**config.mk**
```make
export PLATFORM = sky130hd
export DESIGN_NAME = temperature_scratchpad_checker_top_flat
export DESIGN_NICKNAME = d
export VERILOG_FILES = /design/src/rtl/tsc_pkg.sv /design/src/rtl/tsc_req_if.sv /design/src/rtl/tsc_rsp_if.sv /design/src/rtl/tsc_frame_accum.sv /design/src/rtl/tsc_frame_eval.sv /design/src/rtl/temperature_scratchpad_checker_top.sv /design/src/flat_wrapper.sv
export VERILOG_INCLUDE_DIRS = /design/src /design/src/rtl
export SDC_FILE = /design/constraint.sdc
export NUM_CORES = 1
export LEC_CHECK = 0
export BUFFER_PORTS_ARGS = -buffer_cell sky130_fd_sc_hd__buf_2
export CAP_MARGIN = 15
export CORE_UTILIZATION = 45
export DETAILED_ROUTE_END_ITERATION = 8
export RECOVER_POWER = 50
export SYNTH_ARGS = -nofsm -noshare
export SYNTH_HDL_FRONTEND = slang
export SYNTH_SLANG_ARGS = --single-unit
export TNS_END_PERCENT = 5
```
**constraint.sdc**
```tcl
create_clock -name clock -period 3.25 [get_ports clock]
set_clock_uncertainty 0.15 [all_clocks]
set_input_delay 0.1625 -clock clock [delete_from_list [all_inputs] [get_ports clock]]
set_output_delay 0.1625 -clock clock [all_outputs]
set_load 0.005 [all_outputs]
```
**src/rtl/temperature_scratchpad_checker_top_macros.svh**
```systemverilog
// ----------------------------------------------------------------------------
// Temperature scratchpad checker assertion macros
// Shared concurrent assertion forms for the checker RTL.
// ----------------------------------------------------------------------------
`ifndef TEMPERATURE_SCRATCHPAD_CHECKER_TOP_MACROS_SVH
`define TEMPERATURE_SCRATCHPAD_CHECKER_TOP_MACROS_SVH

// Same-cycle implication, disabled during reset.
`define TSC_ASSERT_IMPL(label, clk, rst, ante, cons) \
   label: assert property (@(posedge clk) disable iff (rst) (ante) |-> (cons)) \
      else $error("tsc assertion failed");

// Next-cycle implication, disabled during reset.
`define TSC_ASSERT_NEXT(label, clk, rst, ante, cons) \
   label: assert property (@(posedge clk) disable iff (rst) (ante) |=> (cons)) \
      else $error("tsc assertion failed");

`endif

```
**src/rtl/tsc_pkg.sv**
```systemverilog
// ----------------------------------------------------------------------------
// Temperature scratchpad checker package
// Status codes, resolution codes, frame snapshot type and CRC-8 byte update.
// ----------------------------------------------------------------------------
`default_nettype none

package tsc_pkg;

   typedef enum logic [2:0] {
      STATUS_OK           = 3'd0,
      STATUS_CRC_ERROR    = 3'd1,
      STATUS_BAD_RESERVED = 3'd2,
      STATUS_POWER_ON     = 3'd3,
      STATUS_OUT_OF_RANGE = 3'd4
   } status_type;

   typedef enum logic [1:0] {
      RES_9BIT  = 2'd0,
      RES_10BIT = 2'd1,
      RES_11BIT = 2'd2,
      RES_12BIT = 2'd3
   } resolution_type;

   typedef struct packed {
      logic [7:0] crc;
      logic [7:0] low_byte;
      logic [7:0] high_byte;
      logic       reserved_good;
   } frame_type;

   localparam logic [7:0] CRC_POLY       = 8'h8C;
   localparam logic [7:0] RESERVED_VALUE = 8'h10;
   localparam logic [7:0] POR_LOW        = 8'h50;
   localparam logic [7:0] POR_HIGH       = 8'h05;
   localparam logic [3:0] FRAME_BYTES    = 4'd9;
   localparam logic [3:0] LAST_POS       = 4'd8;
   localparam logic [3:0] POS_TEMP_LOW   = 4'd0;
   localparam logic [3:0] POS_TEMP_HIGH  = 4'd1;
   localparam logic [3:0] POS_RESERVED   = 4'd7;

   localparam logic signed [15:0] RAW_LOW_LIMIT  = -16'sd880;
   localparam logic signed [15:0] RAW_HIGH_LIMIT = 16'sd2000;
   localparam logic signed [11:0] TEMP_LOW_LIMIT  = -12'sd880;
   localparam logic signed [11:0] TEMP_HIGH_LIMIT = 12'sd2000;

   // Reflected CRC-8, one byte per call.
   function automatic logic [7:0] crc_update(input logic [7:0] crc, input logic [7:0] data);
      logic [7:0] c;
      c = crc ^ data;
      for (int k = 0; k < 8; k++) begin
         c = c[0] ? ((c >> 1) ^ CRC_POLY) : (c >> 1);
      end
      return c;
   endfunction

endpackage

`default_nettype wire

```
**src/rtl/tsc_req_if.sv**
```systemverilog
// ----------------------------------------------------------------------------
// Scratchpad byte channel
// Valid/ready channel carrying one scratchpad byte per beat.
// ----------------------------------------------------------------------------
`default_nettype none

interface tsc_req_if;
   logic       valid;
   logic       ready;
   logic       frame_start;
   logic [7:0] byte_value;

   modport source (output valid, output frame_start, output byte_value, input ready);
   modport sink   (input valid, input frame_start, input byte_value, output ready);
endinterface

`default_nettype wire

```
**src/rtl/tsc_rsp_if.sv**
```systemverilog
// ----------------------------------------------------------------------------
// Frame result channel
// Valid/ready channel carrying one frame status and temperature per beat.
// ----------------------------------------------------------------------------
`default_nettype none

interface tsc_rsp_if;
   logic               valid;
   logic               ready;
   logic [2:0]         frame_status;
   logic signed [11:0] temperature_sixteenths;

   modport source (output valid, output frame_status, output temperature_sixteenths,
                   input ready);
   modport sink   (input valid, input frame_status, input temperature_sixteenths,
                   output ready);
endinterface

`default_nettype wire

```
**src/rtl/tsc_frame_accum.sv**
```systemverilog
// ----------------------------------------------------------------------------
// Scratchpad frame accumulator
// Runs the CRC over incoming bytes, keeps temperature and reserved-byte state,
// and registers a frame snapshot on the ninth byte.
// ----------------------------------------------------------------------------
`default_nettype none

module tsc_frame_accum (
   input  wire logic          clock,
   input  wire logic          reset,
   tsc_req_if.sink            req_chan,
   input  wire logic          snap_take,
   output logic               snap_valid,
   output tsc_pkg::frame_type snap
);

   logic [7:0]         crc_ff, crc_in;
   logic [3:0]         pos_ff, pos_in;
   logic [7:0]         low_ff, low_in;
   logic [7:0]         high_ff, high_in;
   logic               rsv_ff, rsv_in;
   logic               snap_valid_ff, snap_valid_in;
   tsc_pkg::frame_type snap_ff, snap_in;

   logic       accept;
   logic       last_byte;
   logic [3:0] pos_base;
   logic [7:0] crc_base;
   logic [7:0] crc_next;

   assign req_chan.ready = !snap_valid_ff || snap_take;
   assign accept         = req_chan.valid && req_chan.ready;

   always_comb begin
      pos_base = pos_ff;
      crc_base = crc_ff;
      if (req_chan.frame_start || (pos_ff >= tsc_pkg::FRAME_BYTES)) begin
         pos_base = '0;
      end
      if (req_chan.frame_start) begin
         crc_base = '0;
      end
      crc_next  = tsc_pkg::crc_update(crc_base, req_chan.byte_value);
      last_byte = (pos_base == tsc_pkg::LAST_POS);
   end

   always_comb begin
      crc_in        = crc_ff;
      pos_in        = pos_ff;
      low_in        = low_ff;
      high_in       = high_ff;
      rsv_in        = rsv_ff;
      snap_in       = snap_ff;
      snap_valid_in = snap_valid_ff && !snap_take;
      if (accept) begin
         if (pos_base == tsc_pkg::POS_TEMP_LOW) begin
            low_in = req_chan.byte_value;
         end
         if (pos_base == tsc_pkg::POS_TEMP_HIGH) begin
            high_in = req_chan.byte_value;
         end
         if (pos_base == tsc_pkg::POS_RESERVED) begin
            rsv_in = (req_chan.byte_value == tsc_pkg::RESERVED_VALUE);
         end
         if (last_byte) begin
            // frame complete: hand off snapshot, restart count and CRC
            crc_in                = '0;
            pos_in                = '0;
            snap_in.crc           = crc_next;
            snap_in.low_byte      = low_ff;
            snap_in.high_byte     = high_ff;
            snap_in.reserved_good = rsv_ff;
            snap_valid_in         = 1'b1;
         end else begin
            crc_in = crc_next;
            pos_in = pos_base + 4'd1;
         end
      end
   end

   always_ff @(posedge clock) begin
      if (reset) begin
         crc_ff        <= '0;
         pos_ff        <= '0;
         low_ff        <= '0;
         high_ff       <= '0;
         rsv_ff        <= 1'b0;
         snap_valid_ff <= 1'b0;
      end else begin
         crc_ff        <= crc_in;
         pos_ff        <= pos_in;
         low_ff        <= low_in;
         high_ff       <= high_in;
         rsv_ff        <= rsv_in;
         snap_valid_ff <= snap_valid_in;
      end
   end

   always_ff @(posedge clock) begin
      snap_ff <= snap_in;
   end

   assign snap_valid = snap_valid_ff;
   assign snap       = snap_ff;

endmodule

`default_nettype wire

```
**src/rtl/tsc_frame_eval.sv**
```systemverilog
// ----------------------------------------------------------------------------
// Scratchpad frame evaluator
// Holds the resolution register, classifies a completed frame and drives the
// registered result channel.
// ----------------------------------------------------------------------------
`default_nettype none

module tsc_frame_eval (
   input  wire logic               clock,
   input  wire logic               reset,
   input  wire logic               csr_wr_en,
   input  wire logic [1:0]         csr_wr_data,
   input  wire logic               snap_valid,
   input  wire tsc_pkg::frame_type snap,
   output logic                    snap_take,
   tsc_rsp_if.source               rsp_chan
);

   tsc_pkg::resolution_type mode_ff, mode_in;
   logic                    rsp_valid_ff, rsp_valid_in;
   tsc_pkg::status_type     status_ff, status_in;
   logic signed [11:0]      temp_ff, temp_in;

   logic               load;
   logic [15:0]        raw;
   logic [15:0]        masked;
   logic signed [15:0] val;

   assign mode_in   = csr_wr_en ? tsc_pkg::resolution_type'(csr_wr_data) : mode_ff;
   assign load      = !rsp_valid_ff || rsp_chan.ready;
   assign snap_take = snap_valid && load;

   always_comb begin
      raw = {snap.high_byte, snap.low_byte};
      unique case (mode_ff)
         tsc_pkg::RES_9BIT:  masked = raw & ~16'd7;
         tsc_pkg::RES_10BIT: masked = raw & ~16'd3;
         tsc_pkg::RES_11BIT: masked = raw & ~16'd1;
         tsc_pkg::RES_12BIT: masked = raw;
         default:            masked = raw;
      endcase
      val = signed'(masked);

      priority if (snap.crc != 8'd0) begin
         status_in = tsc_pkg::STATUS_CRC_ERROR;
      end else if (!snap.reserved_good) begin
         status_in = tsc_pkg::STATUS_BAD_RESERVED;
      end else if ((snap.low_byte == tsc_pkg::POR_LOW) &&
                   (snap.high_byte == tsc_pkg::POR_HIGH)) begin
         status_in = tsc_pkg::STATUS_POWER_ON;
      end else if (!((val > tsc_pkg::RAW_LOW_LIMIT) && (val < tsc_pkg::RAW_HIGH_LIMIT))) begin
         status_in = tsc_pkg::STATUS_OUT_OF_RANGE;
      end else begin
         status_in = tsc_pkg::STATUS_OK;
      end

      temp_in = (status_in == tsc_pkg::STATUS_OK) ? val[11:0] : 12'sd0;
   end

   always_comb begin
      rsp_valid_in = load ? snap_valid : rsp_valid_ff;
   end

   always_ff @(posedge clock) begin
      if (reset) begin
         mode_ff      <= tsc_pkg::RES_12BIT;
         rsp_valid_ff <= 1'b0;
      end else begin
         mode_ff      <= mode_in;
         rsp_valid_ff <= rsp_valid_in;
      end
   end

   // hold the result payload while the sink stalls
   always_ff @(posedge clock) begin
      if (snap_take) begin
         status_ff <= status_in;
         temp_ff   <= temp_in;
      end
   end

   assign rsp_chan.valid                  = rsp_valid_ff;
   assign rsp_chan.frame_status           = status_ff;
   assign rsp_chan.temperature_sixteenths = temp_ff;

endmodule

`default_nettype wire

```
**src/rtl/temperature_scratchpad_checker_top.sv**
```systemverilog
// ----------------------------------------------------------------------------
// Temperature scratchpad checker
// Checks nine-byte sensor scratchpad frames and reports status and temperature.
// ----------------------------------------------------------------------------
// Accepts one scratchpad byte per cycle on req_chan while results drain, with no
// gap needed between frames. A byte-wide unrolled CRC-8 step per cycle sets that
// rate. The ninth byte of a frame yields one beat on rsp_chan via the snapshot
// and result registers; other bytes produce none. A frame_start byte restarts
// the count and drops any partial frame. Write csr_wr_data to set the resolution
// (0 = 9 bits through 3 = 12 bits, reset 12 bits) only while no frame is in flight.
`default_nettype none
`include "temperature_scratchpad_checker_top_macros.svh"

module temperature_scratchpad_checker_top (
   input  wire logic       clock,
   input  wire logic       reset,
   tsc_req_if.sink         req_chan,
   tsc_rsp_if.source       rsp_chan,
   input  wire logic       csr_wr_en,
   input  wire logic [1:0] csr_wr_data
);

   logic               snap_valid;
   logic               snap_take;
   tsc_pkg::frame_type snap;

   tsc_frame_accum u_accum (
      .clock      (clock),
      .reset      (reset),
      .req_chan   (req_chan),
      .snap_take  (snap_take),
      .snap_valid (snap_valid),
      .snap       (snap)
   );

   tsc_frame_eval u_eval (
      .clock       (clock),
      .reset       (reset),
      .csr_wr_en   (csr_wr_en),
      .csr_wr_data (csr_wr_data),
      .snap_valid  (snap_valid),
      .snap        (snap),
      .snap_take   (snap_take),
      .rsp_chan    (rsp_chan)
   );

   `TSC_ASSERT_IMPL(a_ok_in_range, clock, reset, rsp_chan.valid && (rsp_chan.frame_status == tsc_pkg::STATUS_OK), (rsp_chan.temperature_sixteenths > tsc_pkg::TEMP_LOW_LIMIT) && (rsp_chan.temperature_sixteenths < tsc_pkg::TEMP_HIGH_LIMIT))
   `TSC_ASSERT_IMPL(a_fail_zero_temp, clock, reset, rsp_chan.valid && (rsp_chan.frame_status != tsc_pkg::STATUS_OK), rsp_chan.temperature_sixteenths == 12'sd0)
   `TSC_ASSERT_NEXT(a_snap_held, clock, reset, snap_valid && !snap_take, snap_valid && $stable(snap))

endmodule

`default_nettype wire

```
**src/flat_wrapper.sv**
```systemverilog
// flat-port wrapper written by rule: the top's interface ports become plain ports
module temperature_scratchpad_checker_top_flat 
  (clock, reset, csr_wr_en, csr_wr_data, req_chan_valid, req_chan_frame_start, req_chan_byte_value, req_chan_ready, rsp_chan_valid, rsp_chan_frame_status, rsp_chan_temperature_sixteenths, rsp_chan_ready);
  tsc_req_if req_chan_i ();
  tsc_rsp_if rsp_chan_i ();
  input  wire logic clock;
  input  wire logic reset;
  input  wire logic csr_wr_en;
  input  wire logic [1:0] csr_wr_data;
  input wire logic [$bits(req_chan_i.valid)-1:0] req_chan_valid;
  input wire logic [$bits(req_chan_i.frame_start)-1:0] req_chan_frame_start;
  input wire logic [$bits(req_chan_i.byte_value)-1:0] req_chan_byte_value;
  output wire logic [$bits(req_chan_i.ready)-1:0] req_chan_ready;
  output wire logic [$bits(rsp_chan_i.valid)-1:0] rsp_chan_valid;
  output wire logic [$bits(rsp_chan_i.frame_status)-1:0] rsp_chan_frame_status;
  output wire logic [$bits(rsp_chan_i.temperature_sixteenths)-1:0] rsp_chan_temperature_sixteenths;
  input wire logic [$bits(rsp_chan_i.ready)-1:0] rsp_chan_ready;
  assign req_chan_i.valid = req_chan_valid;
  assign req_chan_i.frame_start = req_chan_frame_start;
  assign req_chan_i.byte_value = req_chan_byte_value;
  assign req_chan_ready = req_chan_i.ready;
  assign rsp_chan_valid = rsp_chan_i.valid;
  assign rsp_chan_frame_status = rsp_chan_i.frame_status;
  assign rsp_chan_temperature_sixteenths = rsp_chan_i.temperature_sixteenths;
  assign rsp_chan_i.ready = rsp_chan_ready;
  temperature_scratchpad_checker_top u_core (.clock(clock), .reset(reset), .req_chan(req_chan_i), .rsp_chan(rsp_chan_i), .csr_wr_en(csr_wr_en), .csr_wr_data(csr_wr_data));
endmodule
```
== Yosys cells after proc, flatten, opt, wreduce, memory -nomap -nowiden ==
Cells that the tools add are included.

* Output and inout port bits: 17
* Input port bits: 16
* Register bits: 73
* Word-level logic and storage cells: 74

* Bitwise gates (word level): 9
* Add/subtract/negate cells: 1
* Equality and inequality tests: 9
* Muxes and demuxes: 19
* Order comparisons: 3
* Reductions and logical operators: 19

{| class="wikitable"
|+ Operators with widths
! kind !! count
|-
| $mux W8 || 10
|-
| $pmux W16 S4 || 1
|-
| $not A2 Y3 || 8
|-
| $gt A16 B11 Y1 const B || 1
|-
| $lt A16 B12 Y1 const B || 1
|-
| $mux W3 || 4
|-
| $eq A8 B3 Y1 const B || 1
|-
| $eq A8 B5 Y1 const B || 1
|-
| $eq A8 B7 Y1 const B || 1
|-
| $mux W4 || 2
|-
| $reduce_and A2 Y1 || 4
|-
| $reduce_bool A8 Y1 || 1
|-
| $xor A8 B8 Y8 || 1
|-
| $logic_and A1 B1 Y1 || 5
|-
| $add A4 B1 Y4 const B || 1
|-
| $eq A2 B2 Y1 const B || 2
|-
| $eq A4 B1 Y1 const B || 1
|-
| $eq A4 B3 Y1 const B || 1
|-
| $eq A4 B4 Y1 const B || 1
|-
| $ge A4 B4 Y1 const B || 1
|-
| $logic_not A4 Y1 || 1
|-
| $logic_not A1 Y1 || 3
|-
| $logic_not A3 Y1 || 1
|-
| $logic_or A1 B1 Y1 || 3
|-
| 3 further kinds || 4
|}

== Depth between registers and ports, before layout ==
Gate-level depths: netlist (run 1).

* Depth in word-level cells: 19
* Mapped depth: 9
* Depth with buffers taken out: 8

== Modules after synthesis ==
Synthesis (run 1) repeated with hierarchy kept, for this count alone.

* Cells, all modules: 279
* Area total of the unflattened synthesis: 3367.0 um^2

{| class="wikitable"
|+ By module, submodules not included
! module !! area each (um^2) !! cells each !! times used
|-
| tsc_frame_accum || 2371.0 || 203 || 1
|-
| tsc_frame_eval || 996.0 || 76 || 1
|}

== Worst setup path before layout (run 1) ==
No wires, ideal clock.

* Kind: register to register
* Start point: reg u_core.u_accum.pos_ff[0]
* End point: reg u_core.u_accum.snap_ff, in the netlist u_core.u_accum.snap[0], enable pin
* Library setup time: 0.380 ns
* Cell stages (with the launch flop): 5
* Setup slack: 0.710 ns
* Arrival time: 2.011 ns
* Path buffers: 0
* Clock period less this slack: 2.540 ns
* Cells stage by stage: dfxtp_1 or4b_2 nor3b_2 nand2_1 inv_1

* Cells in the longest elaborated chain, start to end: 5

{| class="wikitable"
|+ RTL lines
! element !! line !! source
|-
| start, declared || tsc_frame_accum.sv:18 || <nowiki>logic [3:0] pos_ff, pos_in;</nowiki>
|-
| start signal, assigned || tsc_frame_accum.sv:91 || <nowiki>pos_ff <= pos_in;</nowiki>
|-
| $ge A4 B4 Y1 || tsc_frame_accum.sv:37 || <nowiki>if (req_chan.frame_start || (pos_ff >= tsc_pkg::FRAME_BYTES)) begin</nowiki>
|-
| $logic_or A1 B1 Y1 || tsc_frame_accum.sv:37 ||
|-
| $mux W4 * || tsc_frame_accum.sv:37 ||
|-
| $eq A4 B4 Y1 * || tsc_frame_accum.sv:44 || <nowiki>last_byte = (pos_base == tsc_pkg::LAST_POS);</nowiki>
|-
| $reduce_and A2 Y1 (no source line) * || n/a ||
|-
| end signal, assigned || tsc_frame_accum.sv:100 || <nowiki>snap_ff <= snap_in;</nowiki>
|-
| end, declared || tsc_frame_accum.sv:23 || <nowiki>tsc_pkg::frame_type snap_ff, snap_in;</nowiki>
|}

Mark *: on every way between the ends. The rest lies on a longest branch, timed or not.
A chain may end at the register's enable or synchronous reset.

== Worst setup path after layout (run 1) ==
* Start point: reg u_core.u_accum.snap_ff, in the netlist u_core.u_accum.snap[14]
* End point: reg u_core.u_eval.temp_ff[1] (netlist: u_core.u_eval.rsp_chan.temperature_sixteenths[1]) (data pin)

* Cells in the longest elaborated chain, start to end: 8

{| class="wikitable"
|+ RTL lines
! element !! line !! source
|-
| $pmux W16 S4 || tsc_frame_eval.sv:35 || <nowiki>unique case (mode_ff)</nowiki>
|-
| $gt A16 B11 Y1 or $lt A16 B12 Y1 (tied branches) || tsc_frame_eval.sv:51 || <nowiki>end else if (!((val > tsc_pkg::RAW_LOW_LIMIT) && (val < tsc_pkg::RAW_HIGH_LIMIT))) begin</nowiki>
|-
| $logic_and A1 B1 Y1 || tsc_frame_eval.sv:51 ||
|-
| $mux W3 || tsc_frame_eval.sv:51 ||
|-
| $mux W3 * || tsc_frame_eval.sv:48 || <nowiki>end else if ((snap.low_byte == tsc_pkg::POR_LOW) &&</nowiki>
|-
| $mux W3 * || tsc_frame_eval.sv:46 || <nowiki>end else if (!snap.reserved_good) begin</nowiki>
|-
| $mux W3 * || tsc_frame_eval.sv:44 || <nowiki>priority if (snap.crc != 8'd0) begin</nowiki>
|-
| $logic_not A3 Y1 * || tsc_frame_eval.sv:57 || <nowiki>temp_in = (status_in == tsc_pkg::STATUS_OK) ? val[11:0] : 12'sd0;</nowiki>
|-
| end signal, assigned || tsc_frame_eval.sv:78 || <nowiki>temp_ff <= temp_in;</nowiki>
|-
| end, declared || tsc_frame_eval.sv:22 || <nowiki>logic signed [11:0] temp_ff, temp_in;</nowiki>
|}

Mark *: on every way between the ends. The rest lies on a longest branch, timed or not. The select of a mux whose other input is x is not followed.

==> qor.log, run 1 <==
INFO  job            timing.max_cap.violations=0
INFO  placed_design  gp_congestion=0.8392
INFO  setup_path     cp_slowest_stage_delay=0.59ns
INFO  drt            detailedRoute.firstPassIterationCount=4
INFO  drt            drt-vias-per-instance=5.129
INFO  cells_and_area fraction_of_layout_instances_using_a_drive_strength_above_1=14.91%
INFO  drt            detailedRoute.firstIterationViolations=95
INFO  yosys          netlist-cell-type-count=56
INFO  setup_path     ff_to_ff_path_depth=6
INFO  yosys          synth.yosys.seq_area_share=57.19%
INFO  floorplanning  dieArea=7579µm²
INFO  global_routing globalRoute.totalOverflow=0
INFO  power_and_ir_drop power_density=543.0nW/µm²
INFO  setup_path     slowest_stage=or4_1
INFO  drt            num_vias=2144
INFO  timing         holdWs=0.01896ns
INFO  yosys          synth.yosys.warnings=0
INFO  drt            remaining_number_of_nets_flagged_by_the_antenna_check_after_routing=0
INFO  yosys          synth_edf_count=40
INFO  power_and_ir_drop post-layout-total-power=2.044mW
INFO  yosys          avgSynthCellArea=12.01µm²
INFO  floorplanning  floorplan.die.height=87.06µm
INFO  hold_path      min_path_type=input pin to register
INFO  timing         timing.fmax=0.3825GHz
INFO  timing         rsz0062_at_grt=no
INFO  setup_path     regToRegStartpoint=u_core.u_accum.snap[14]$_DFFE_PP_
INFO  power_and_ir_drop vdd_ir_drop_max=0.2082mV
INFO  timing         slew-limit-headroom=42.60%
INFO  floorplanning  fp-row-count=30
INFO  global_routing grt_start_max_net_pins=38
INFO  cells_and_area area_overhead_of_the_layout_relative_to_synthesis=15.60%
INFO  floorplanning  io_pins=33
INFO  cts            clock_root_buffer=clkbuf_8
INFO  timing         max_slew.worst_pin.slew=0.8610ns
INFO  yosys          asyncSetResetFlopFracSynth=0%
INFO  setup_path     timing.critical_path.cells=or4b_1 > or4_1 > nor3b_1 > nor3b_1 > buf_4 > and3_1
INFO  hold_path      hold_path_startpoint=req_chan_byte_value[4]
INFO  drt            post_drt_wl_per_cell=14.56µm
INFO  run_status     run_status=finished clean
INFO  hold_path      hold-path-cell-count=3
INFO  cts            h_tree_level_count=3
INFO  yosys          ys_seq_elements=73
INFO  yosys          cell_area_after_technology_mapping=3256µm²
INFO  cells_and_area final_common_cell=edfxtp_1
INFO  setup_path     cp.arrival=2.56ns
INFO  timing         setup-violations-final=0
INFO  global_routing grt.total_usage=17.55%
INFO  floorplanning  floorplan.die.width=87.06µm
INFO  cts            cts_tree=built
INFO  yosys          synth_top_flop_cell=edfxtp_1
INFO  setup_path     critical_path.max_fanout=12
INFO  timing         post-route-period-util=80.43%
INFO  global_routing grt_pass1_wl=9708µm
INFO  cts            clockBufferDepth=2
INFO  floorplanning  initial_core_util=47.14%
INFO  global_routing via_count_of_the_first_global_routing_pass=2017
INFO  cts            cts.sinks=73
INFO  cts            clk_pin_slew=0.08ns
INFO  cells_and_area num_antenna_cells=0
INFO  setup_path     req_time_crit_path=3.19ns
INFO  cells_and_area final_cell_count_no_fill=418
INFO  power_and_ir_drop power.static_leakage=1.379nW
INFO  yosys          syn-num-nets=290
INFO  hold_path      timing.hold.worst_endpoint=u_core.u_accum.low_ff[4]$_SDFFE_PP0P_
INFO  setup_path     critPathLaunchType=register
INFO  placed_design  port_buffers=32
INFO  placed_design  dpl.cell_count=395
INFO  drt            drcViolationCount=0
INFO  timing         timing.setup.tns=0ns
INFO  setup_path     crit_type=register to register
INFO  setup_path     setup.reg_to_reg.worst_slack=0.64ns
INFO  cells_and_area final_nets=336
INFO  placed_design  place.detailed.hpwl=4284µm
INFO  cts            clkLatencyLatePin=0.34ns
INFO  cells_and_area layout.cells.most_common_list=edfxtp_1 (40), nor2_1 (33), dfxtp_1 (33)
INFO  setup_path     critPathMostFrequentCell=nor3b_1
INFO  cts            cts_inserted_buffers=9
INFO  timing         slew_violations=0
INFO  drt            totalWireLength=6087µm
INFO  timing         timing.final.crit_period=2.614ns
INFO  placed_design  post_place_cell_area=3536µm²
INFO  yosys          number_of_standard_cells_after_synthesis=271
INFO  floorplanning  floorplan.core_area=6907µm²
INFO  cells_and_area final_cell_area=3764µm²
INFO  setup_path     endpoint_kind=register
INFO  global_routing antenna_found_initial=0
INFO  timing         report.final.hold_viol_count=0
==> power by group <==
part	switching, mW	internal, mW
sequential	0.0248	1.01
clock	0.332	0.350
combinational	0.151	0.172
==> per-layer routing <==
layer	vias up	part of all wire, %	track usage [%]
li1	1078	-	-
met1	1016	48	22.74
met2	42	47	28.56
met3	8	3.0	2.938
met4	0	1.3	8.636
met5	-	0	0
==> how the worst max path moves through the flow <==
stage                                               start                               end  slack [ns]  depth (start not counted)
global route            u_core.u_accum.snap[14]$_DFFE_PP_                          register        0.57                          6
detailed placement      u_core.u_accum.snap[14]$_DFFE_PP_                          register        0.68                          6
floorplan           u_core.u_accum.pos_ff[0]$_SDFFE_PP0P_  u_core.u_accum.snap[0]$_DFFE_PP_        0.71                          4
CTS                     u_core.u_accum.snap[14]$_DFFE_PP_                          register        0.66                          6
finish                  u_core.u_accum.snap[14]$_DFFE_PP_                          register        0.64                          6
global placement        u_core.u_accum.snap[14]$_DFFE_PP_                          register        0.71                          6
==> through the flow <==
stage	utilization (%)	setup slack [ns]
global route	54.49	0.5653
finish	54.49	0.6359
global placement	51.20	0.7114
floorplan	-	0.7097
detailed placement	51.20	0.6801
CTS	54.91	0.6637
==> Yosys cell counts, drive strengths merged (2+ instances only) <==
cell	number	area (µm²)
a211o	2	17.52
a211oi	3	22.52
a21oi	9	45.04
a22oi	5	37.54
and2	13	83.83
and3	3	23.77
buf	5	26.27
clkbuf	5	18.77
dfxtp	33	660.6
edfxtp	40	1201
ha	3	37.54
inv	8	30.03
mux2i	17	170.2
nand2	11	41.29
nand3	4	20.02
nand3b	4	30.03
nor2	33	123.9
nor2b	8	50.05
nor3	2	10.01
nor3b	5	42.54
nor4	4	25.02
o211ai	2	15.01
o21a	2	15.01
o21ai	3	15.01
o22ai	2	12.51
o41ai	2	25.03
or2	3	18.77
or4	5	45.04
or4b	2	20.02
xnor2	10	87.58
xnor3	5	117.6
xor2	4	35.03
==> final cells by class <==
| class | count | area [µm²] |
|---|---|---|
| Fill cell | 651 | 3143 |
| Sequential cell | 73 | 1862 |
| Multi-Input combinational cell | 180 | 1309 |
| Timing Repair Buffer | 45 | 256.5 |
| Clock buffer | 10 | 127.6 |
| Tap cell | 96 | 120.1 |
| Clock inverter | 6 | 58.81 |
| Inverter | 8 | 30.03 |
==> cells by family (layout without fill, tap and decap cells) <==
group | Yosys count | in the layout | synth area share, %
AO/OA/AOI/OAI | 37 | 37 | 8.109
XOR/XNOR | 20 | 20 | 8.109
adder cells (fa/ha/maj) | 3 | 3 | 1.153
buffers and inverters | 18 | 69 | 2.306
flip-flops | 73 | 73 | 57.19
multiplexers | 17 | 17 | 5.227
AND/OR/NAND/NOR | 103 | 103 | 17.91
==> repair_timing <==
item,4_1_cts,5_1_grt
endpoints found under the hold margin,7,0
buffers inserted,0,0
gates resized for setup,0,0
hold buffers,7,0
setup endpoints to repair,0,0
==> state kept, by name, indices dropped and copies added, names as in the netlist <==
name / flops
u_core.u_accum.crc_ff: 8
u_core.u_accum.high_ff: 8
u_core.u_accum.low_ff: 8
u_core.u_accum.pos_ff: 4
u_core.u_accum.rsv_ff: 1
u_core.u_accum.snap: 25
u_core.u_accum.snap_valid: 1
u_core.u_eval.mode_ff: 2
u_core.u_eval.rsp_chan.frame_status: 3
u_core.u_eval.rsp_chan.temperature_sixteenths: 12
u_core.u_eval.rsp_chan.valid: 1
==> worst max-delay path, delay by kind of cell (launching register included) <==
family / cells / cell delay, ns
flip-flops: 1 / 0.42
buffers and inverters: 1 / 0.17
AND/OR/NAND/NOR: 5 / 1.63
(Power assumes the default switching activity.)
==> run 2, diff against run 1 <==
--- a/config.mk
+++ b/config.mk
@@ -6,6 +6,7 @@
 export SDC_FILE = /design/constraint.sdc
 export NUM_CORES = 1
 export LEC_CHECK = 0
+export ABC_AREA = 1
 export BUFFER_PORTS_ARGS = -buffer_cell sky130_fd_sc_hd__buf_2
 export CAP_MARGIN = 15
 export CORE_UTILIZATION = 45
==> constraint.sdc (replaced) <==
create_clock -name clock -period 2.5 [get_ports clock]
set_clock_uncertainty 0.15 [all_clocks]
set_input_delay 0.125 -clock clock [delete_from_list [all_inputs] [get_ports clock]]
set_output_delay 0.125 -clock clock [all_outputs]
set_load 0.005 [all_outputs]
==> run 2 against run 1 <==
  * Wire length increased by 8.8%
  * Sequential cell count is the same
  * Global-route usage grew 1.3 points
  * Utilization increased by 0.33 points
  * Power increased by 35%
  * Sequential share of layout area fell by 2.9 points
  * Non-clock buffer count up 3
  * First-iteration DRC count fell by 23%
==> qor.log, run 2 <==
INFO  floorplanning  floorplan.die.width=89.25µm
INFO  global_routing antenna_found_initial=0
INFO  cells_and_area flip_flop_count_of_the_largest_register_all_copies_and_words_added=25
INFO  cells_and_area final_nets=455
INFO  timing         report.final.hold_viol_count=0
INFO  yosys          yosys.area_share.adder=1.096%
INFO  drt            detailedRoute.firstPassIterationCount=4
INFO  timing         max_slew.worst_pin.slew=0.8348ns
INFO  setup_path     req_time_crit_path=2.63ns
INFO  yosys          netlist-cell-type-count=31
INFO  yosys          post-synth-top-area-cell=edfxtp_1
INFO  timing         rsz0062_at_grt=no
INFO  floorplanning  initial_core_util=46.98%
INFO  drt            num_vias=2579
INFO  floorplanning  floorplan.die.height=89.25µm
INFO  global_routing grt_start_max_net_pins=26
INFO  yosys          synth_edf_count=40
INFO  global_routing grt_pass1_wl=10960µm
INFO  drt            drt-vias-per-instance=4.776
INFO  timing         timing.setup.tns=0ns
INFO  timing         timing.fmax=0.4504GHz
INFO  timing         setup-violations-final=0
INFO  timing         fin_ws=0.2797ns
INFO  setup_path     ff_to_ff_path_depth=13
INFO  placed_design  place.detailed.hpwl=4759µm
INFO  setup_path     cp_slowest_stage_delay=0.30ns
INFO  power_and_ir_drop combPwrFrac=11.1%
INFO  setup_path     critical-path-top-delay-family=buffers and inverters
INFO  yosys          number_of_standard_cells_after_synthesis=386
INFO  cells_and_area final.fill_count=741
INFO  setup_path     critical_path.startpoint=u_core.u_accum.pos_ff[1]$_SDFFE_PP0P_
INFO  timing         slew-limit-headroom=44.35%
INFO  timing         post-route-period-util=88.81%
INFO  yosys          synthMuxAreaShare=0%
INFO  setup_path     cp.arrival=2.35ns
INFO  yosys          synth_top_family_by_area=simple AND/OR/NAND/NOR gates
INFO  drt            totalWireLength=6621µm
INFO  floorplanning  io_pins=33
INFO  placed_design  post_place_cell_area=3680µm²
INFO  global_routing via_count_of_the_first_global_routing_pass=2422
INFO  yosys          ys_seq_elements=73
INFO  cts            clockBufferDepth=2
INFO  yosys          asyncSetResetFlopFracSynth=0%
INFO  setup_path     critPathMostFrequentCell=inv_1
INFO  timing         slew_violations=0
INFO  drt            post_drt_wl_per_cell=12.26µm
INFO  cts            cts.sinks=73
INFO  cells_and_area sequential_cell_area=1862µm²
INFO  power_and_ir_drop clock_power_share=40.5%
INFO  power_and_ir_drop power_switching=0.6621mW
INFO  setup_path     endpoint_kind=register
INFO  setup_path     worst_path_depth=13
INFO  yosys          cell_area_after_technology_mapping=3426µm²
INFO  setup_path     crit_path_end=u_core.u_accum.pos_ff[2]$_SDFFE_PP0P_
INFO  yosys          yosys.cell_count.top_type=nand2_1
INFO  yosys          synth-compound-area-share=8.985%
INFO  setup_path     critical_path.max_fanout=11
INFO  power_and_ir_drop power_density=688.1nW/µm²
INFO  setup_path     rr_endpoint=u_core.u_accum.pos_ff[2]$_SDFFE_PP0P_
INFO  setup_path     critPathLaunchType=register
INFO  cts            cts_tree=built
INFO  power_and_ir_drop design_internal_power=2.089mW
INFO  cts            cts_inserted_buffers=9
INFO  yosys          synth_top_area_cells=edfxtp_1 (35%), dfxtp_1 (19%), nand2_1 (9.1%)
INFO  placed_design  port_buffers=32
INFO  yosys          post_synthesis_share_of_cell_area_spent_on_xor_and_xnor_gates=2.520%
INFO  power_and_ir_drop vdd_ir_drop_max=0.3845mV
INFO  placed_design  gp_congestion=0.8208
INFO  cells_and_area num_antenna_cells=0
INFO  timing         holdWs=0.02216ns
INFO  hold_path      hold-path-cell-count=4
INFO  cts            clk_pin_slew=0.08ns
INFO  yosys          post_synth_most_frequent_cells=nand2_1 (83), inv_1 (52), edfxtp_1 (40)
INFO  power_and_ir_drop power.static_leakage=1.680nW
INFO  floorplanning  fp-row-count=31
INFO  yosys          synth_top_flop_cell=edfxtp_1
INFO  cells_and_area multiInputGateArea=1270µm²
INFO  yosys          yosys.area.top_type_share=35.06%
INFO  hold_path      min_path_type=input pin to register
INFO  setup_path     regToRegStartpoint=u_core.u_accum.pos_ff[1]$_SDFFE_PP0P_
INFO  cells_and_area final_cell_area=3998µm²
INFO  setup_path     slowest_stage=dfxtp_1
INFO  job            timing.max_cap.violations=0
INFO  power_and_ir_drop power.share.sequential=48.4%
INFO  cells_and_area fraction_of_layout_instances_using_a_drive_strength_above_1=13.61%
INFO  setup_path     path_buf_inv=5
INFO  cts            h_tree_level_count=3
INFO  cts            clock_root_buffer=clkbuf_8
INFO  floorplanning  dieArea=7966µm²
INFO  drt            detailedRoute.firstIterationViolations=73
INFO  placed_design  dp_worst_setup_slack=0.3592ns
INFO  timing         timing.final.crit_period=2.220ns
INFO  cells_and_area final_common_cell=nand2_1
INFO  power_and_ir_drop p_sw_share=24.07%
INFO  cells_and_area layout.cells.most_common_list=nand2_1 (88), inv_1 (52), edfxtp_1 (40)
INFO  cts            clkLatencyLatePin=0.34ns
INFO  cells_and_area area_overhead_of_the_layout_relative_to_synthesis=16.69%
INFO  cells_and_area post-route-util=54.82%
INFO  drt            drcViolationCount=0
INFO  setup_path     crit_type=register to register
INFO  yosys          synth.yosys.warnings=0
INFO  yosys          synth_simple_gate_area_share=24.65%
INFO  run_status     run_status=finished clean
INFO  floorplanning  floorplan.core_area=7292µm²
INFO  drt            remaining_number_of_nets_flagged_by_the_antenna_check_after_routing=0
INFO  setup_path     timing.critical_path.cells=inv_1 > nand3_1 > a21oi_1 > inv_1 > nor2_1 > inv_1 > ha_1 > inv_1 > nor2_1 > nor2_1 > buf_4 > nand3_1 > a21oi_1
INFO  yosys          avgSynthCellArea=8.875µm²
INFO  yosys          syn-num-nets=405
INFO  setup_path     setup.reg_to_reg.worst_slack=0.28ns
INFO  yosys          synth.yosys.seq_area_share=54.35%
INFO  global_routing globalRoute.totalOverflow=0
INFO  global_routing grt.total_usage=18.90%
## run 2: cell types whose count changed after synthesis, moves of 8 or more
| cell | delta |
|---|---|
| nand2_2 | +15 |
| mux2i_1 | -17 |
| nand3_1 | +17 |
| and2_1 | -8 |
| nor2b_1 | -8 |
| nand2_1 | +72 |
| a21oi_1 | +26 |
| inv_1 | +44 |
| o21ai_0 | +17 |
## run 2: repair_timing
item,CTS,global route
buffers inserted,0,0
hold endpoints to repair,19,0
hold buffers,12,0
gates resized for setup,0,0
## run 2: power by group through the flow
stage               Combinational [mW]  Sequential [mW]  Clock, mW
CTS                              0.315             1.33       1.14
detailed placement               0.300             1.36          0
global route                     0.347             1.34       1.20
finish                           0.306             1.33       1.11
global placement                 0.297             1.36          0
floorplan                        0.236             1.35          0
## run 2: final cells by class
type	instances	area share [%]
clock buffer	10	3.192
inverter	56	5.321
tap	99	3.099
timing repair buffer	48	7.167
clock inverter	6	2.879
sequential	73	46.57
multi-input combinational	248	31.77
## run 2: worst min path at each step
stage	start	to	slack (ns)
2_1_floorplan	reset	u_core.u_accum.crc_ff[0]$_SDFFE_PP0P_	0.04
3_3_place_gp	csr_wr_data[0]	u_core.u_eval.mode_ff[0]$_SDFFE_PP1P_	0.19
3_5_place_dp	csr_wr_data[0]	u_core.u_eval.mode_ff[0]$_SDFFE_PP1P_	0.20
4_1_cts	req_chan_byte_value[2]	u_core.u_accum.rsv_ff$_SDFFE_PP0P_	0.007
5_1_grt	req_chan_byte_value[2]	u_core.u_accum.rsv_ff$_SDFFE_PP0P_	0.02
6_report	req_chan_byte_value[2]	u_core.u_accum.rsv_ff$_SDFFE_PP0P_	0.02
## run 2: worst register-to-register path, stage by stage, from the launching register on
cell and delay [ns]:
dfxtp_1 0.30, inv_1 0.10, nand3_1 0.08, a21oi_1 0.21
inv_1 0.08, nor2_1 0.20, inv_1 0.09, ha_1 0.24
inv_1 0.12, nor2_1 0.08, nor2_1 0.09, buf_4 0.19
nand3_1 0.10, a21oi_1 0.12
## run 2: routing by layer
layer | vias to the layer above | part of all wire, % | global-route usage, %
li1 | 1357 | - | -
met1 | 1167 | 44 | 21.47
met2 | 48 | 51 | 34.28
met3 | 7 | 3.2 | 4.986
met4 | 0 | 1.4 | 6.494
met5 | - | 0 | 0
## run 2: stage by stage
stage,total power [mW],instances
floorplan,1.587,386
CTS,2.786,540
finish,2.751,540
detailed placement,1.659,512
global placement,1.654,512
global route,2.885,540
## run 2: kinds of logic after synthesis
group,Yosys count
AOI/OAI and AO/OA,59
xor gates and xnor gates,9
adders and majority gates,3
buffers and inverters,65
DFF,73
and+or+nand+nor,177
==> run 3, diff against run 2 <==
--- a/config.mk
+++ b/config.mk
@@ -9,8 +9,10 @@
 export ABC_AREA = 1
 export BUFFER_PORTS_ARGS = -buffer_cell sky130_fd_sc_hd__buf_2
 export CAP_MARGIN = 15
+export CORE_MARGIN = 10
 export CORE_UTILIZATION = 45
 export DETAILED_ROUTE_END_ITERATION = 8
+export GPL_TIMING_DRIVEN = 0
 export RECOVER_POWER = 50
 export SYNTH_ARGS = -nofsm -noshare
 export SYNTH_HDL_FRONTEND = slang
==> constraint.sdc (replaced) <==
create_clock -name clock -period 2.7 [get_ports clock]
set_clock_uncertainty 0.15 [all_clocks]
set_input_delay 0.135 -clock clock [delete_from_list [all_inputs] [get_ports clock]]
set_output_delay 0.135 -clock clock [all_outputs]
set_load 0.005 [all_outputs]
==> run 3 against run 2 <==
  * Worst hold slack lost 0.0098 ns
  * Setup slack lost 0.028 ns
  * Via count grew 3.4%
  * Sequential cell count is the same
  * Register-to-register slack lost 0.03 ns
  * Non-clock buffer count grew 3
==> qor.log, run 3 (synthesis gave the netlist of run 2 again) <==
INFO  run_status     run_status=finished clean
INFO  power_and_ir_drop clock_power_share=40.5%
INFO  cells_and_area area_overhead_of_the_layout_relative_to_synthesis=16.91%
INFO  cells_and_area num_antenna_cells=0
INFO  global_routing antenna_found_initial=0
INFO  cells_and_area flip_flop_count_of_the_largest_register_all_copies_and_words_added=25
INFO  drt            detailedRoute.firstIterationViolations=77
INFO  cts            h_tree_level_count=3
INFO  cells_and_area final_nets=458
INFO  floorplanning  io_pins=33
INFO  drt            num_vias=2666
INFO  setup_path     slowest_stage=nor4_4
INFO  cells_and_area final_common_cell=nand2_1
INFO  timing         timing.fmax=0.4084GHz
INFO  floorplanning  floorplan.die.width=107.3µm
INFO  global_routing grt.total_usage=12.90%
INFO  setup_path     crit_type=register to register
INFO  placed_design  place.detailed.hpwl=5447µm
INFO  timing         slew_violations=0
INFO  setup_path     req_time_crit_path=2.59ns
INFO  cts            cts.sinks=73
INFO  power_and_ir_drop post-layout-total-power=2.560mW
INFO  global_routing via_count_of_the_first_global_routing_pass=2553
INFO  hold_path      min_path_type=input pin to register
INFO  placed_design  gp_congestion=0.9139
INFO  power_and_ir_drop combPwrFrac=11.4%
INFO  setup_path     critical_path.max_fanout=16
INFO  global_routing globalRoute.totalOverflow=0
INFO  floorplanning  floorplan.die.height=107.3µm
INFO  timing         timing.setup.tns=0ns
INFO  drt            detailedRoute.firstPassIterationCount=4
INFO  timing         max_slew.worst_pin.slew=0.6755ns
INFO  drt            totalWireLength=7301µm
INFO  job            timing.max_cap.violations=0
INFO  timing         setup-violations-final=0
INFO  cells_and_area layout.cells.most_common_list=nand2_1 (88), inv_1 (52), edfxtp_1 (40)
INFO  cts            clock_root_buffer=clkbuf_8
INFO  power_and_ir_drop design_internal_power=1.938mW
INFO  setup_path     cp_slowest_stage_delay=0.65ns
INFO  global_routing grt_pass1_wl=11820µm
INFO  setup_path     critPathLaunchType=register
INFO  cts            clockBufferDepth=2
INFO  cts            cts_tree=built
INFO  placed_design  port_buffers=32
INFO  setup_path     critPathMostFrequentCell=inv_1
INFO  timing         slew-limit-headroom=54.63%
INFO  drt            drt-vias-per-instance=4.910
INFO  setup_path     endpoint_kind=register
INFO  setup_path     path_buf_inv=5
INFO  cts            cts_inserted_buffers=9
INFO  drt            drcViolationCount=0
INFO  power_and_ir_drop power.share.sequential=48.1%
INFO  drt            post_drt_wl_per_cell=13.45µm
INFO  global_routing grt_start_max_net_pins=17
INFO  drt            remaining_number_of_nets_flagged_by_the_antenna_check_after_routing=0
INFO  power_and_ir_drop power_switching=0.6226mW
INFO  timing         timing.final.crit_period=2.449ns
INFO  power_and_ir_drop power.static_leakage=1.691nW
INFO  floorplanning  fp-row-count=31
INFO  setup_path     critical-path-top-delay-family=simple AND/OR/NAND/NOR gates
INFO  timing         fin_ws=0.2514ns
INFO  setup_path     setup.reg_to_reg.worst_slack=0.25ns
INFO  cts            clkLatencyLatePin=0.35ns
INFO  floorplanning  floorplan.core_area=7331µm²
INFO  floorplanning  dieArea=11500µm²
INFO  timing         report.final.hold_viol_count=0
INFO  setup_path     cp.arrival=2.34ns
INFO  timing         post-route-period-util=90.69%
INFO  cts            clk_pin_slew=0.09ns
INFO  placed_design  dp_worst_setup_slack=0.2736ns
INFO  power_and_ir_drop power_density=639.3nW/µm²
INFO  timing         rsz0062_at_grt=no
INFO  cts            cts-resized-gates=0
INFO  floorplanning  initial_core_util=46.73%
INFO  power_and_ir_drop p_sw_share=24.32%
INFO  setup_path     timing.critical_path.cells=inv_1 > nand3_1 > a21oi_1 > inv_1 > nor2_1 > inv_1 > ha_1 > inv_1 > nor4_4 > buf_6
INFO  power_and_ir_drop vdd_ir_drop_max=0.2688mV
INFO  cells_and_area fraction_of_layout_instances_using_a_drive_strength_above_1=14.19%
INFO  cells_and_area post-route-util=54.63%
==> run 3: cell count changes in the layout (fill, tap and decap cells not counted), moves of 3 or more <==
| cell | delta |
|---|---|
| buf_4 | -3 |
| buf_6 | +4 |
| clkbuf_1 | +4 |
| dlygate4sd3_1 | -4 |
==> run 3: layout make-up <==
class,instances,area [µm²]
multi-input combinational,248,1257
clock inverter,6,112.6
buffer,9,75.07
sequential,73,1862
clock buffer,10,127.6
fill,698,3326
tap,99,123.9
timing repair buffer,42,234.0
inverter,56,212.7
==> run 3: final timing paths <==
kind	start	end	cells after the start
worst max register to register	u_core.u_accum.pos_ff[1]$_SDFFE_PP0P_	u_core.u_accum.snap[17]$_DFFE_PP_	10
worst min register to register	u_core.u_accum.low_ff[6]$_SDFFE_PP0P_	u_core.u_accum.snap[15]$_DFFE_PP_	0
worst min-delay path	req_chan_byte_value[7]	u_core.u_accum.rsv_ff$_SDFFE_PP0P_	4
worst max-delay path	u_core.u_accum.pos_ff[1]$_SDFFE_PP0P_	u_core.u_accum.snap[17]$_DFFE_PP_	10
==> run 3: metrics by stage <==
stage               cells  hold WS [ns]  instance area, µm²
floorplan             386       0.04744                3441
global placement      517        0.2049                3725
detailed placement    519        0.2028                3744
CTS                   543      0.001125                4064
global route          543       0.02914                4005
finish                543       0.01241                4005
==> run 3: tightest hold or removal path, delay by kind of cell <==
family / cells / cell delay, ns
AO/OA/AOI/OAI: 1 / 0.05
buffers and inverters: 1 / 0.15
AND/OR/NAND/NOR: 2 / 0.12
==> run 3: layer usage <==
metal	track usage, %	wire length, µm	up-vias
met1	14.36	3212	1217
met3	4.251	411	12
met2	22.12	3538	65
met5	0	0	-
li1	-	-	1372
met4	5.319	139	0
==> run 3: what timing repair did <==
| action | CTS | global route |
|---|---|---|
| setup buffers | 0 | 0 |
| hold buffers | 8 | 0 |
| setup endpoints to repair | 0 | 0 |
| endpoints found under the hold margin | 7 | 0 |
==> run 3: power by group through the flow <==
stage	Clock [mW]	Combinational (mW)	Sequential (mW)
after floorplan	0	0.219	1.25
after global placement	0	0.286	1.26
after detailed placement	0	0.292	1.26
after CTS	1.06	0.305	1.23
after global routing	1.10	0.329	1.24
final	1.04	0.293	1.23
